===== src/rtl/core/xks_pkg.sv =====
// Shared types, constants and the xorshift128+ step function for the
// keystream line cipher. No dependencies.
package xks_pkg;

  localparam logic [63:0] MIX_FIRST  = 64'hBF58_476D_1CE4_E5B9;
  localparam logic [63:0] MIX_SECOND = 64'h94D0_49BB_1331_11EB;
  localparam logic [63:0] SEED_FLIP  = 64'hAAAA_AAAA_5555_5555;
  localparam logic [63:0] KEY_RESET  = 64'h1234_5678_9ABC_DEF0;

  localparam int unsigned SHIFT_A = 23;
  localparam int unsigned SHIFT_B = 17;
  localparam int unsigned SHIFT_C = 26;

  localparam int unsigned FRAME_W = 6;

  typedef enum logic [1:0] {
    OP_WORD    = 2'd0,
    OP_BYTE    = 2'd1,
    OP_RESYNC  = 2'd2,
    OP_RESTART = 2'd3
  } xks_op_e;

  typedef enum logic [1:0] {
    ST_BOOT,
    ST_IDLE,
    ST_WARM
  } xks_state_e;

  // Controller to datapath commands
  typedef struct packed {
    logic step_out;   // advance generator and load output register
    logic byte_mode;  // keep only the low byte of the result
    logic warm_step;  // advance generator, drop the keystream
    logic resync;     // reload halves from seed, bump frame count
    logic restart;    // reload seed from key, clear frame count
  } xks_cmd_t;

  // Datapath to controller status
  typedef struct packed {
    logic out_busy;   // output register holds a beat that stays this cycle
  } xks_stat_t;

  typedef struct packed {
    logic [63:0] first;
    logic [63:0] second;
    logic [31:0] ks;
  } xks_gen_t;

  function automatic xks_gen_t gen_step(input logic [63:0] first,
                                        input logic [63:0] second);
    logic [63:0] a;
    xks_gen_t    r;
    a = first;
    a = a ^ (a << SHIFT_A);
    a = a ^ (a >> SHIFT_B);
    a = a ^ second ^ (second >> SHIFT_C);
    r.first  = second;
    r.second = a;
    r.ks     = a[31:0] + second[31:0];
    return r;
  endfunction

endpackage


===== src/rtl/core/xks_dp.sv =====
// Datapath of the keystream line cipher: key, seed, frame count, generator
// halves and the output register. Depends on xks_pkg.
module xks_dp #(
  parameter int unsigned RESEED_PERIOD = 60
) (
  input  logic                clk_i,
  input  logic                rst_ni,
  input  xks_pkg::xks_cmd_t   cmd_i,
  output xks_pkg::xks_stat_t  stat_o,
  input  logic                cfg_valid_i,
  input  logic                cfg_ready_i,
  input  logic [63:0]         cfg_key_i,
  input  logic [31:0]         plain_i,
  output logic                out_valid_o,
  input  logic                out_stall_i,
  output logic [31:0]         cipher_o
);
  import xks_pkg::*;

  localparam logic [FRAME_W-1:0] PERIOD = FRAME_W'(RESEED_PERIOD);

  logic [63:0]        key_q, seed_q, seed_d;
  logic [63:0]        first_q, first_d, second_q, second_d;
  logic [FRAME_W-1:0] frame_q, frame_d, frame_inc;
  logic               out_valid_q, out_valid_d;
  logic [31:0]        cipher_q, cipher_d;
  xks_gen_t           gen;

  assign gen       = gen_step(first_q, second_q);
  assign frame_inc = frame_q + FRAME_W'(1);

  always_comb begin
    seed_d   = seed_q;
    frame_d  = frame_q;
    first_d  = first_q;
    second_d = second_q;
    priority if (cmd_i.restart) begin
      seed_d   = key_q;
      frame_d  = '0;
      first_d  = key_q ^ MIX_FIRST;
      second_d = key_q ^ MIX_SECOND;
    end else if (cmd_i.resync) begin
      first_d  = seed_q ^ MIX_FIRST;
      second_d = seed_q ^ MIX_SECOND;
      if (frame_inc >= PERIOD) begin
        frame_d = '0;
        seed_d  = seed_q ^ SEED_FLIP;
      end else begin
        frame_d = frame_inc;
      end
    end else if (cmd_i.step_out || cmd_i.warm_step) begin
      first_d  = gen.first;
      second_d = gen.second;
    end
  end

  always_comb begin
    cipher_d    = cipher_q;
    out_valid_d = out_valid_q && out_stall_i;
    if (cmd_i.step_out) begin
      out_valid_d = 1'b1;
      cipher_d    = cmd_i.byte_mode ? {24'd0, plain_i[7:0] ^ gen.ks[7:0]}
                                    : plain_i ^ gen.ks;
    end
  end

  always_ff @(posedge clk_i or negedge rst_ni) begin
    if (!rst_ni) begin
      key_q       <= KEY_RESET;
      seed_q      <= KEY_RESET;
      frame_q     <= '0;
      out_valid_q <= 1'b0;
    end else begin
      if (cfg_valid_i && cfg_ready_i) begin
        key_q <= cfg_key_i;
      end
      seed_q      <= seed_d;
      frame_q     <= frame_d;
      out_valid_q <= out_valid_d;
    end
  end

  always_ff @(posedge clk_i) begin
    first_q  <= first_d;
    second_q <= second_d;
    cipher_q <= cipher_d;
  end

  assign stat_o.out_busy = out_valid_q && out_stall_i;
  assign out_valid_o     = out_valid_q;
  assign cipher_o        = cipher_q;

`ifndef SYNTHESIS
  a_frame_below_period: assert property (@(posedge clk_i) disable iff (!rst_ni)
    frame_q < PERIOD)
    else $error("frame count reached reseed period");
  a_restart_clears_frame: assert property (@(posedge clk_i) disable iff (!rst_ni)
    cmd_i.restart |=> frame_q == '0 && seed_q == $past(key_q))
    else $error("restart did not load seed from key");
  a_step_fills_output: assert property (@(posedge clk_i) disable iff (!rst_ni)
    cmd_i.step_out |-> !(out_valid_q && out_stall_i))
    else $error("output beat overwritten while stalled");
`endif

endmodule


===== src/rtl/core/xks_ctrl.sv =====
// Controller of the keystream line cipher: boot restart, item decode and the
// warm-up sequencer. Depends on xks_pkg.
module xks_ctrl #(
  parameter int unsigned WARMUP_STEPS = 10
) (
  input  logic                clk_i,
  input  logic                rst_ni,
  input  logic                in_valid_i,
  output logic                in_stall_o,
  input  logic [1:0]          op_i,
  output logic                cfg_ready_o,
  input  xks_pkg::xks_stat_t  stat_i,
  output xks_pkg::xks_cmd_t   cmd_o
);
  import xks_pkg::*;

  localparam int unsigned CNT_W = (WARMUP_STEPS > 1) ? $clog2(WARMUP_STEPS) : 1;
  localparam logic [CNT_W-1:0] CNT_LAST =
    CNT_W'((WARMUP_STEPS == 0) ? 0 : WARMUP_STEPS - 1);
  localparam xks_state_e AFTER_LOAD = (WARMUP_STEPS == 0) ? ST_IDLE : ST_WARM;

  xks_state_e       state_q, state_d;
  logic [CNT_W-1:0] cnt_q, cnt_d;
  xks_op_e          op;
  logic             ready, accept, last;

  assign op     = xks_op_e'(op_i);
  assign ready  = (state_q == ST_IDLE) && !stat_i.out_busy;
  assign accept = ready && in_valid_i;
  assign last   = (cnt_q == CNT_LAST);

  always_comb begin
    state_d = state_q;
    unique case (state_q)
      ST_BOOT: state_d = AFTER_LOAD;
      ST_IDLE: begin
        if (accept && (op == OP_RESYNC || op == OP_RESTART)) begin
          state_d = AFTER_LOAD;
        end
      end
      ST_WARM: begin
        if (last) begin
          state_d = ST_IDLE;
        end
      end
      default: state_d = ST_BOOT;
    endcase
  end

  assign cnt_d = (state_q == ST_WARM && !last) ? cnt_q + CNT_W'(1) : '0;

  always_comb begin
    cmd_o = '0;
    unique case (state_q)
      ST_BOOT: cmd_o.restart = 1'b1;
      ST_IDLE: begin
        if (accept) begin
          unique case (op)
            OP_WORD:    cmd_o.step_out = 1'b1;
            OP_BYTE: begin
              cmd_o.step_out  = 1'b1;
              cmd_o.byte_mode = 1'b1;
            end
            OP_RESYNC:  cmd_o.resync  = 1'b1;
            OP_RESTART: cmd_o.restart = 1'b1;
            default:    cmd_o = '0;
          endcase
        end
      end
      ST_WARM: cmd_o.warm_step = 1'b1;
      default: cmd_o = '0;
    endcase
  end

  assign in_stall_o  = !ready;
  assign cfg_ready_o = (state_q == ST_IDLE);

  always_ff @(posedge clk_i or negedge rst_ni) begin
    if (!rst_ni) begin
      state_q <= ST_BOOT;
      cnt_q   <= '0;
    end else begin
      state_q <= state_d;
      cnt_q   <= cnt_d;
    end
  end

`ifndef SYNTHESIS
  a_warm_stalls: assert property (@(posedge clk_i) disable iff (!rst_ni)
    state_q == ST_WARM |-> in_stall_o && !cmd_o.step_out)
    else $error("item accepted during warm-up");
  a_load_enters_warm: assert property (@(posedge clk_i) disable iff (!rst_ni)
    (cmd_o.resync || cmd_o.restart) && WARMUP_STEPS != 0 |=>
      state_q == ST_WARM && cnt_q == '0)
    else $error("reload not followed by warm-up");
  a_warm_ends: assert property (@(posedge clk_i) disable iff (!rst_ni)
    state_q == ST_WARM && last |=> state_q == ST_IDLE)
    else $error("warm-up overran its step count");
`endif

endmodule


===== src/rtl/core/xorshift_keystream_line_cipher.sv =====
// Top level of the xorshift128+ keystream line cipher.
// Instantiates xks_ctrl and xks_dp; depends on xks_pkg.
//
//   channel | handshake                  | payload
//   --------+----------------------------+----------------------
//   in      | in_valid_i  / in_stall_o   | op_i[1:0], plain_i[31:0]
//   out     | out_valid_o / out_stall_i  | cipher_o[31:0]
//   cfg     | cfg_valid_i / cfg_ready_o  | cfg_key_i[63:0]
//
// A word or tail-byte beat advances the single generator step unit once;
// the ciphertext lands in the output register next cycle.
// A resync or restart beat reloads the generator halves, then runs
// WARMUP_STEPS generator steps, one per cycle, on that same unit.
// After reset the block runs a restart from the reset key, so in_stall_o
// stays high through that restart and its warm-up.
// A stalled output beat holds, and in_stall_o stays high while it does.
module xorshift_keystream_line_cipher #(
  parameter int unsigned WARMUP_STEPS  = 10,
  parameter int unsigned RESEED_PERIOD = 60
) (
  input  logic        clk_i,
  input  logic        rst_ni,
  input  logic        in_valid_i,
  output logic        in_stall_o,
  input  logic [1:0]  op_i,
  input  logic [31:0] plain_i,
  output logic        out_valid_o,
  input  logic        out_stall_i,
  output logic [31:0] cipher_o,
  input  logic        cfg_valid_i,
  output logic        cfg_ready_o,
  input  logic [63:0] cfg_key_i
);
  import xks_pkg::*;

  xks_cmd_t  cmd;
  xks_stat_t stat;

  // Decode beats, sequence boot and warm-up
  xks_ctrl #(
    .WARMUP_STEPS (WARMUP_STEPS)
  ) u_ctrl (
    .clk_i       (clk_i),
    .rst_ni      (rst_ni),
    .in_valid_i  (in_valid_i),
    .in_stall_o  (in_stall_o),
    .op_i        (op_i),
    .cfg_ready_o (cfg_ready_o),
    .stat_i      (stat),
    .cmd_o       (cmd)
  );

  // Hold key, seed, frame count and generator; drive the output beat
  xks_dp #(
    .RESEED_PERIOD (RESEED_PERIOD)
  ) u_dp (
    .clk_i       (clk_i),
    .rst_ni      (rst_ni),
    .cmd_i       (cmd),
    .stat_o      (stat),
    .cfg_valid_i (cfg_valid_i),
    .cfg_ready_i (cfg_ready_o),
    .cfg_key_i   (cfg_key_i),
    .plain_i     (plain_i),
    .out_valid_o (out_valid_o),
    .out_stall_i (out_stall_i),
    .cipher_o    (cipher_o)
  );

endmodule


===== config.mk =====
export PLATFORM = sky130hd
export DESIGN_NAME = xorshift_keystream_line_cipher
export DESIGN_NICKNAME = d
export VERILOG_FILES = /design/src/rtl/core/xks_pkg.sv /design/src/rtl/core/xks_dp.sv /design/src/rtl/core/xks_ctrl.sv /design/src/rtl/core/xorshift_keystream_line_cipher.sv
export SDC_FILE = /design/constraint.sdc
export NUM_CORES = 1
export LEC_CHECK = 0
export ABC_AREA = 1
export BUFFER_PORTS_ARGS = -buffer_cell sky130_fd_sc_hd__buf_2
export CORE_UTILIZATION = 55
export CTS_CLUSTER_SIZE = 24
export DETAILED_ROUTE_END_ITERATION = 10
export PLACE_DENSITY = 0.85
export SYNTH_ARGS = -nofsm -noshare
export SYNTH_HDL_FRONTEND = slang
export SYNTH_SLANG_ARGS = --single-unit

===== constraint.sdc =====
create_clock -name clk_i -period 16.4 [get_ports clk_i]
set_input_delay 2.46 -clock clk_i [delete_from_list [all_inputs] [get_ports clk_i]]
set_output_delay 2.46 -clock clk_i [all_outputs]
set_load 0.01 [all_outputs]

==> results of run 1 <==
[kinds of logic (layout without fill, tap and decap cells)]
logic type                 count (synthesis)  in the layout
and+or+nand+nor                          783            783
AOI/OAI and AO/OA                        223            223
adders and majority gates                 41             41
xor gates and xnor gates                 222            222
buffers and inverters                    238            388
DFF                                      301            301
muxes                                     52             52
[stage by stage]
stage	instances	utilization [%]	worst slack (ns)	cell area [um2]	hold slack, ns
finish	2400	63.39	10.85	18940	0.4665
global route	2400	63.39	10.81	18940	0.4790
CTS	2400	63.39	10.84	18940	0.4637
detailed placement	2337	59.60	10.85	17800	0.4548
global placement	2337	59.60	10.89	17800	0.4501
floorplan	1860	-	8.836	16860	0.4423
[area by class of cell]
class,count,share of cell area [%]
sequential,301,44.42
inverter,180,3.568
clock inverter,10,0.5814
clock buffer,53,5.404
multi-input combinational,1321,39.48
tap,390,2.577
timing repair buffer,145,3.971
[flip-flops by register name, summed over array words and instances, names as in the netlist]
| register | flops |
|---|---|
| u_ctrl.cnt_q | 4 |
| u_ctrl.state_q | 2 |
| u_dp.cipher_o | 32 |
| u_dp.first_q | 64 |
| u_dp.frame_q | 6 |
| u_dp.key_q | 64 |
| u_dp.out_valid_o | 1 |
| u_dp.second_q | 64 |
| u_dp.seed_q | 64 |
[path summary, 6_finish.rpt]
path                                                from                          end  slack, ns
min in group asynchronous                         rst_ni   u_dp.key_q[54]$_DFFE_PN0P_       1.96
max reg2reg                u_ctrl.state_q[1]$_DFFE_PN0P_  u_dp.seed_q[45]$_DFFE_PN0P_      12.87
max                                          out_stall_i                   in_stall_o      10.85
min                          u_dp.seed_q[11]$_DFFE_PN1P_  u_dp.seed_q[11]$_DFFE_PN1P_       0.47
min reg2reg                  u_dp.seed_q[11]$_DFFE_PN1P_  u_dp.seed_q[11]$_DFFE_PN1P_       0.47
max in group asynchronous                         rst_ni   u_dp.key_q[17]$_DFFE_PN0P_      13.05
[per-layer routing]
metal  GRT usage, %  vias up
met5              0        -
met4          10.24        0
met3          5.992       99
met2          46.44      753
met1          39.96     6366
li1               -     6275
[cell usage after synthesis (all sizes together), types with 7 or more instances]
master,number,area (um2)
a21boi,7,52.55
a21o,7,52.55
a21oi,76,380.4
a22oi,8,60.06
buf,50,276.5
clkbuf,8,30.03
dfrtp,77,1927
dfstp,64,1682
edfxtp,160,4805
ha,40,500.5
inv,180,675.6
mux2,52,585.6
nand2,558,2112
nand3,83,420.4
nor2,125,491.7
o211ai,11,82.58
o21a,11,82.58
o21ai,89,445.4
o221ai,7,61.31
or2,8,50.05
xnor2,146,1279
xor2,76,665.6
[critical path, delay by kind of cell]
kind,cells,cell delay [ns]
buf+inv,4,0.38
simple gates,2,0.25
==> flow_summary_export.csv, run 1 <==
group,metric,value,unit
logic_synthesis,syn_area_per_cell,9.062,um2
sta,relSlewSlack,33.81,%
layout,nets,2128,
clock_network,htree_levels,2,
die,rows,63,
sta,setup_viol,0,
routing,routed_wirelength,44.72,mm
placement,dp_hpwl,31.36,mm
sta,drv_slew,0,
routing,first_pass_iters,7,
sta,hold_viol_final,0,
layout,final_common_cell,"nand2_1",
die,start_util,56.42,%
routing,ant_nets,0,
die,die-area,0.03135,mm2
logic_synthesis,ys_seq_area_share,49.91,%
layout,area_growth,12.35,%
global_route,grt.total_usage,29.32,%
clock_network,cts_tree,"done",
die,die_x,177.1,um
hold_path,min_path_cells,2,
layout,multiInputGateArea,0.007476,mm2
sta,rsz0062_at_grt,"no",
logic_synthesis,synthArstFlopShare,46.84,%
run,cap_violations,0,
layout,final_cell_mix,"nand2_1 (554), inv_1 (176), edfxtp_1 (160)",
clock_network,cts-hold-fix-buffers,0,
sta,fin_crit_sh,33.86,%
logic_synthesis,synth_top_family_by_area,"simple AND/OR/NAND/NOR gates",
logic_synthesis,synth_xor_xnor_area_share,11.54,%
placement,port-buffer-count,137,
critical_path,critical_path_required,13.94,ns
clock_network,cts_buffer_depth,3,
layout,fill_cells,2344,
hold_path,hold_path_class,"reg -> reg",
sta,fin_tns_setup,0,ns
global_route,grt_pass1_vias,12990,
die,die_h,177.1,um
critical_path,arrival,3.09,ns
critical_path,crit_path_end_kind,"output port",
routing,vias_per_cell,5.622,
logic_synthesis,synth-simple-area-share,18.61,%
logic_synthesis,synthAdderAreaFrac,3.088,%
sta,skew,0.01947,ns
clock_network,postCtsSetupRepairBufs,0,
logic_synthesis,yosys_warnings,0,
layout,seq_area,0.008413,mm2
logic_synthesis,synth_cells,1860,
die,coreArea,0.02987,mm2
logic_synthesis,syn_nets,2004,
logic_synthesis,synthMuxAreaShare,3.474,%
logic_synthesis,yosys_most_used_dff,"edfxtp_1",
critical_path,reg2reg_depth,10,
critical_path,slowest_delay,0.15,ns
global_route,grt_first_pass_wirelength,70.55,mm
routing,avgRoutedWirePerCell,18.64,um
logic_synthesis,syn_area,0.01686,mm2
die,io_pins,138,
routing,drt-initial-drc-count,1445,
clock_network,path_clk_slew,0.06,ns
critical_path,crit_fanout,4,
critical_path,cp-start-kind,"input port",
logic_synthesis,synth_compound_area_share,7.556,%
clock_network,clock-sinks,301,
clock_network,cts_buffers,35,
clock_network,clockRootBuffer,"clkbuf_16",
critical_path,criticalPathCategory,"in -> out",
sta,fmax,180.1,MHz
logic_synthesis,synth-edff-count,160,
routing,wl_met3,4.745,mm
clock_network,cts_resized,0,
critical_path,path_cells,"buf_2 > nand2_1 > inv_1 > nor2_4 > inv_1 > buf_2",
routing,wl_met2,20.09,mm
logic_synthesis,synth_seq_cells,301,
clock_network,clock_latency,0.52,ns
routing,via_count,13490,
global_route,grt_max_degree,77,
layout,insertedDiodeCount,0,
sta,worst_pin_slew,0.9914,ns
critical_path,cp_slowest_cell,"nor2_4",
layout,drive_gt1_share,16.77,%
routing,top_layer,"met4",
logic_synthesis,synth_cell_types,42,
routing,met1Wirelength,18.48,mm
global_route,grt_antenna_before_repair,1,
placement,routabilityCongestion,0.9114,
routing,remaining_drc_errors,0,
sta,fin_crit,5.553,ns
run_status,outcome,"finished, final reports clean",
global_route,gr-total-overflow,0,
Power of run 1 is not shown: default switching activity piles up to over one toggle a cycle in this logic, so the estimate is an artifact.
==> inputs of run 2 (changes only) <==
--- a/config.mk
+++ b/config.mk
@@ -10,7 +10,7 @@
 export CORE_UTILIZATION = 55
 export CTS_CLUSTER_SIZE = 24
 export DETAILED_ROUTE_END_ITERATION = 10
-export PLACE_DENSITY = 0.85
+export PLACE_DENSITY = 0.88
 export SYNTH_ARGS = -nofsm -noshare
 export SYNTH_HDL_FRONTEND = slang
 export SYNTH_SLANG_ARGS = --single-unit
==> constraint.sdc (replaced) <==
create_clock -name clk_i -period 4.55 [get_ports clk_i]
set_input_delay 0.6825 -clock clk_i [delete_from_list [all_inputs] [get_ports clk_i]]
set_output_delay 0.6825 -clock clk_i [all_outputs]
set_load 0.01 [all_outputs]
==> flow_summary_export.csv, run 2 (synthesized netlist as in run 1, its figures left out) <==
group,metric,value,unit
run_status,outcome,"finished, final reports clean",
global_route,grt_max_degree,85,
critical_path,slowest_delay,0.47,ns
routing,ant_nets,0,
sta,fin_crit_sh,68.23,%
critical_path,cp_slowest_cell,"edfxtp_1",
routing,remaining_drc_errors,0,
placement,dp_hpwl,31.39,mm
placement,port-buffer-count,137,
clock_network,cts_buffer_depth,3,
critical_path,path_cells,"xnor2_1 > xnor2_1 > xor2_1 > ha_1 > nand2_1 > nor2_1 > nand2_1 > nor2_1 > nand2_1 > nand3_1 > nand2_1 > nand2_1 > nor2_1",
critical_path,critical_path.most_common_cell,"nand2_1",
global_route,gr-total-overflow,0,
critical_path,critical_path_required,4.88,ns
critical_path,arrival,3.43,ns
die,start_util,56.42,%
routing,routed_wirelength,43.94,mm
die,io_pins,138,
sta,setup_viol,0,
sta,fin_crit,3.104,ns
layout,fin_cells,2400,
layout,nets,2130,
layout,final_common_cell,"nand2_1",
clock_network,clock-sinks,301,
critical_path,crit_path_end_kind,"flop",
sta,fmax,322.1,MHz
global_route,grt_antenna_before_repair,0,
sta,rsz0062_at_grt,"no",
routing,drt-initial-drc-count,1499,
clock_network,cts_buffers,31,
routing,via_count,13530,
layout,drive_gt1_share,16.82,%
layout,area_growth,12.10,%
die,coreArea,0.02987,mm2
sta,worst_pin_slew,1.014,ns
critical_path,crit_family,"simple AND/OR/NAND/NOR gates",
sta,relSlewSlack,32.41,%
clock_network,postCtsSetupRepairBufs,0,
critical_path,worstReg2RegEnd,"u_dp.cipher_o[24]$_SDFFCE_PP0P_",
critical_path,criticalPathCategory,"reg -> reg",
clock_network,path_clk_slew,0.07,ns
critical_path,crit_buf_inv,0,
critical_path,cp-start-kind,"flop",
clock_network,cts_resized,0,
critical_path,crit_cells,13,
clock_network,cts-hold-fix-buffers,0,
layout,multiInputGateArea,0.007476,mm2
sta,drv_slew,0,
routing,avgRoutedWirePerCell,18.31,um
layout,fill_cells,2232,
layout,seq_area,0.008413,mm2
global_route,grt.total_usage,27.96,%
die,die-area,0.03135,mm2
routing,vias_per_cell,5.635,
clock_network,cts_tree,"done",
die,die_h,177.1,um
layout,final_cell_mix,"nand2_1 (554), inv_1 (176), edfxtp_1 (160)",
clock_network,clockRootBuffer,"clkbuf_16",
sta,skew,0.01156,ns
clock_network,clock_latency,0.58,ns
run,cap_violations,0,
die,rows,63,
routing,first_pass_iters,6,
die,die_x,177.1,um
clock_network,htree_levels,1,
critical_path,r2r_start,"u_dp.first_q[23]$_DFFE_PP_",
sta,fin_tns_setup,0,ns
layout,insertedDiodeCount,0,
critical_path,reg2reg_depth,13,
global_route,grt_first_pass_wirelength,68.29,mm
critical_path,crit_fanout,4,
critical_path,ff2ff_setup_slack,1.45,ns
global_route,grt_pass1_vias,12800,
hold_path,hold_path_class,"in -> async",
placement,dp_cells,2342,
layout,postLayoutCellArea,0.01890,mm2
placement,routabilityCongestion,0.9237,
sta,hold_viol_final,0,
placement,dpl_cell_area,0.01784,mm2
==> run 2: cell count changes in the layout (fill, tap and decap cells not counted), moves of 2 or more <==
cell      delta
buf_4        +5
clkbuf_1     -3
clkinv_8     -2
clkinv_1     +2
clkbuf_8     -3
==> run 2: worst max-delay path by stage <==
stage | start | to
after floorplan | out_stall_i | u_dp.first_q[0]$_DFFE_PP_
after global placement | out_stall_i | u_dp.seed_q[63]$_DFFE_PN0P_
final | u_dp.first_q[23]$_DFFE_PP_ | u_dp.cipher_o[24]$_SDFFCE_PP0P_
after global routing | u_dp.second_q[26]$_DFFE_PP_ | u_dp.cipher_o[30]$_SDFFCE_PP0P_
after detailed placement | out_stall_i | u_dp.seed_q[39]$_DFFE_PN0P_
after CTS | u_dp.first_q[23]$_DFFE_PP_ | u_dp.cipher_o[24]$_SDFFCE_PP0P_
==> run 2: worst register-to-register path, cell delays in order (launching register included) <==
cell and delay [ns]:
edfxtp_1 0.47, xnor2_1 0.38, xnor2_1 0.20, xor2_1 0.42, ha_1 0.33, nand2_1 0.13
nor2_1 0.26, nand2_1 0.12, nor2_1 0.11, nand2_1 0.06, nand3_1 0.17, nand2_1 0.08
nand2_1 0.07, nor2_1 0.06
==> run 2: through the flow <==
stage | utilization [%] | worst slack [ns] | hold slack (ns)
after floorplan | - | 0.4398 | 0.3869
after global placement | 59.72 | 1.606 | 0.4509
after CTS | 63.16 | 1.516 | 0.1468
after detailed placement | 59.72 | 1.474 | 0.4530
final | 63.25 | 1.446 | 0.1309
after global routing | 63.25 | 1.290 | 0.1845
==> run 2: final cells by class <==
class,instances,area share (%)
inverters,180,3.576
multi-input cells,1321,39.56
clock inverters,11,0.4238
clock buffers,46,5.006
well taps,390,2.582
repair buffers,151,4.324
flip-flops and latches,301,44.52
==> run 2: per-layer routing <==
metal | share of wire [%] | up-vias | global-route usage, % | wire length, um
li1 | - | 6274 | - | -
met1 | 41 | 6378 | 39.18 | 18140
met2 | 45 | 781 | 44.08 | 19890
met3 | 11 | 92 | 4.682 | 4625
met4 | 2.9 | 0 | 9.159 | 1283
met5 | 0 | - | 0 | 0
Power of run 2 is left out for the same reason.
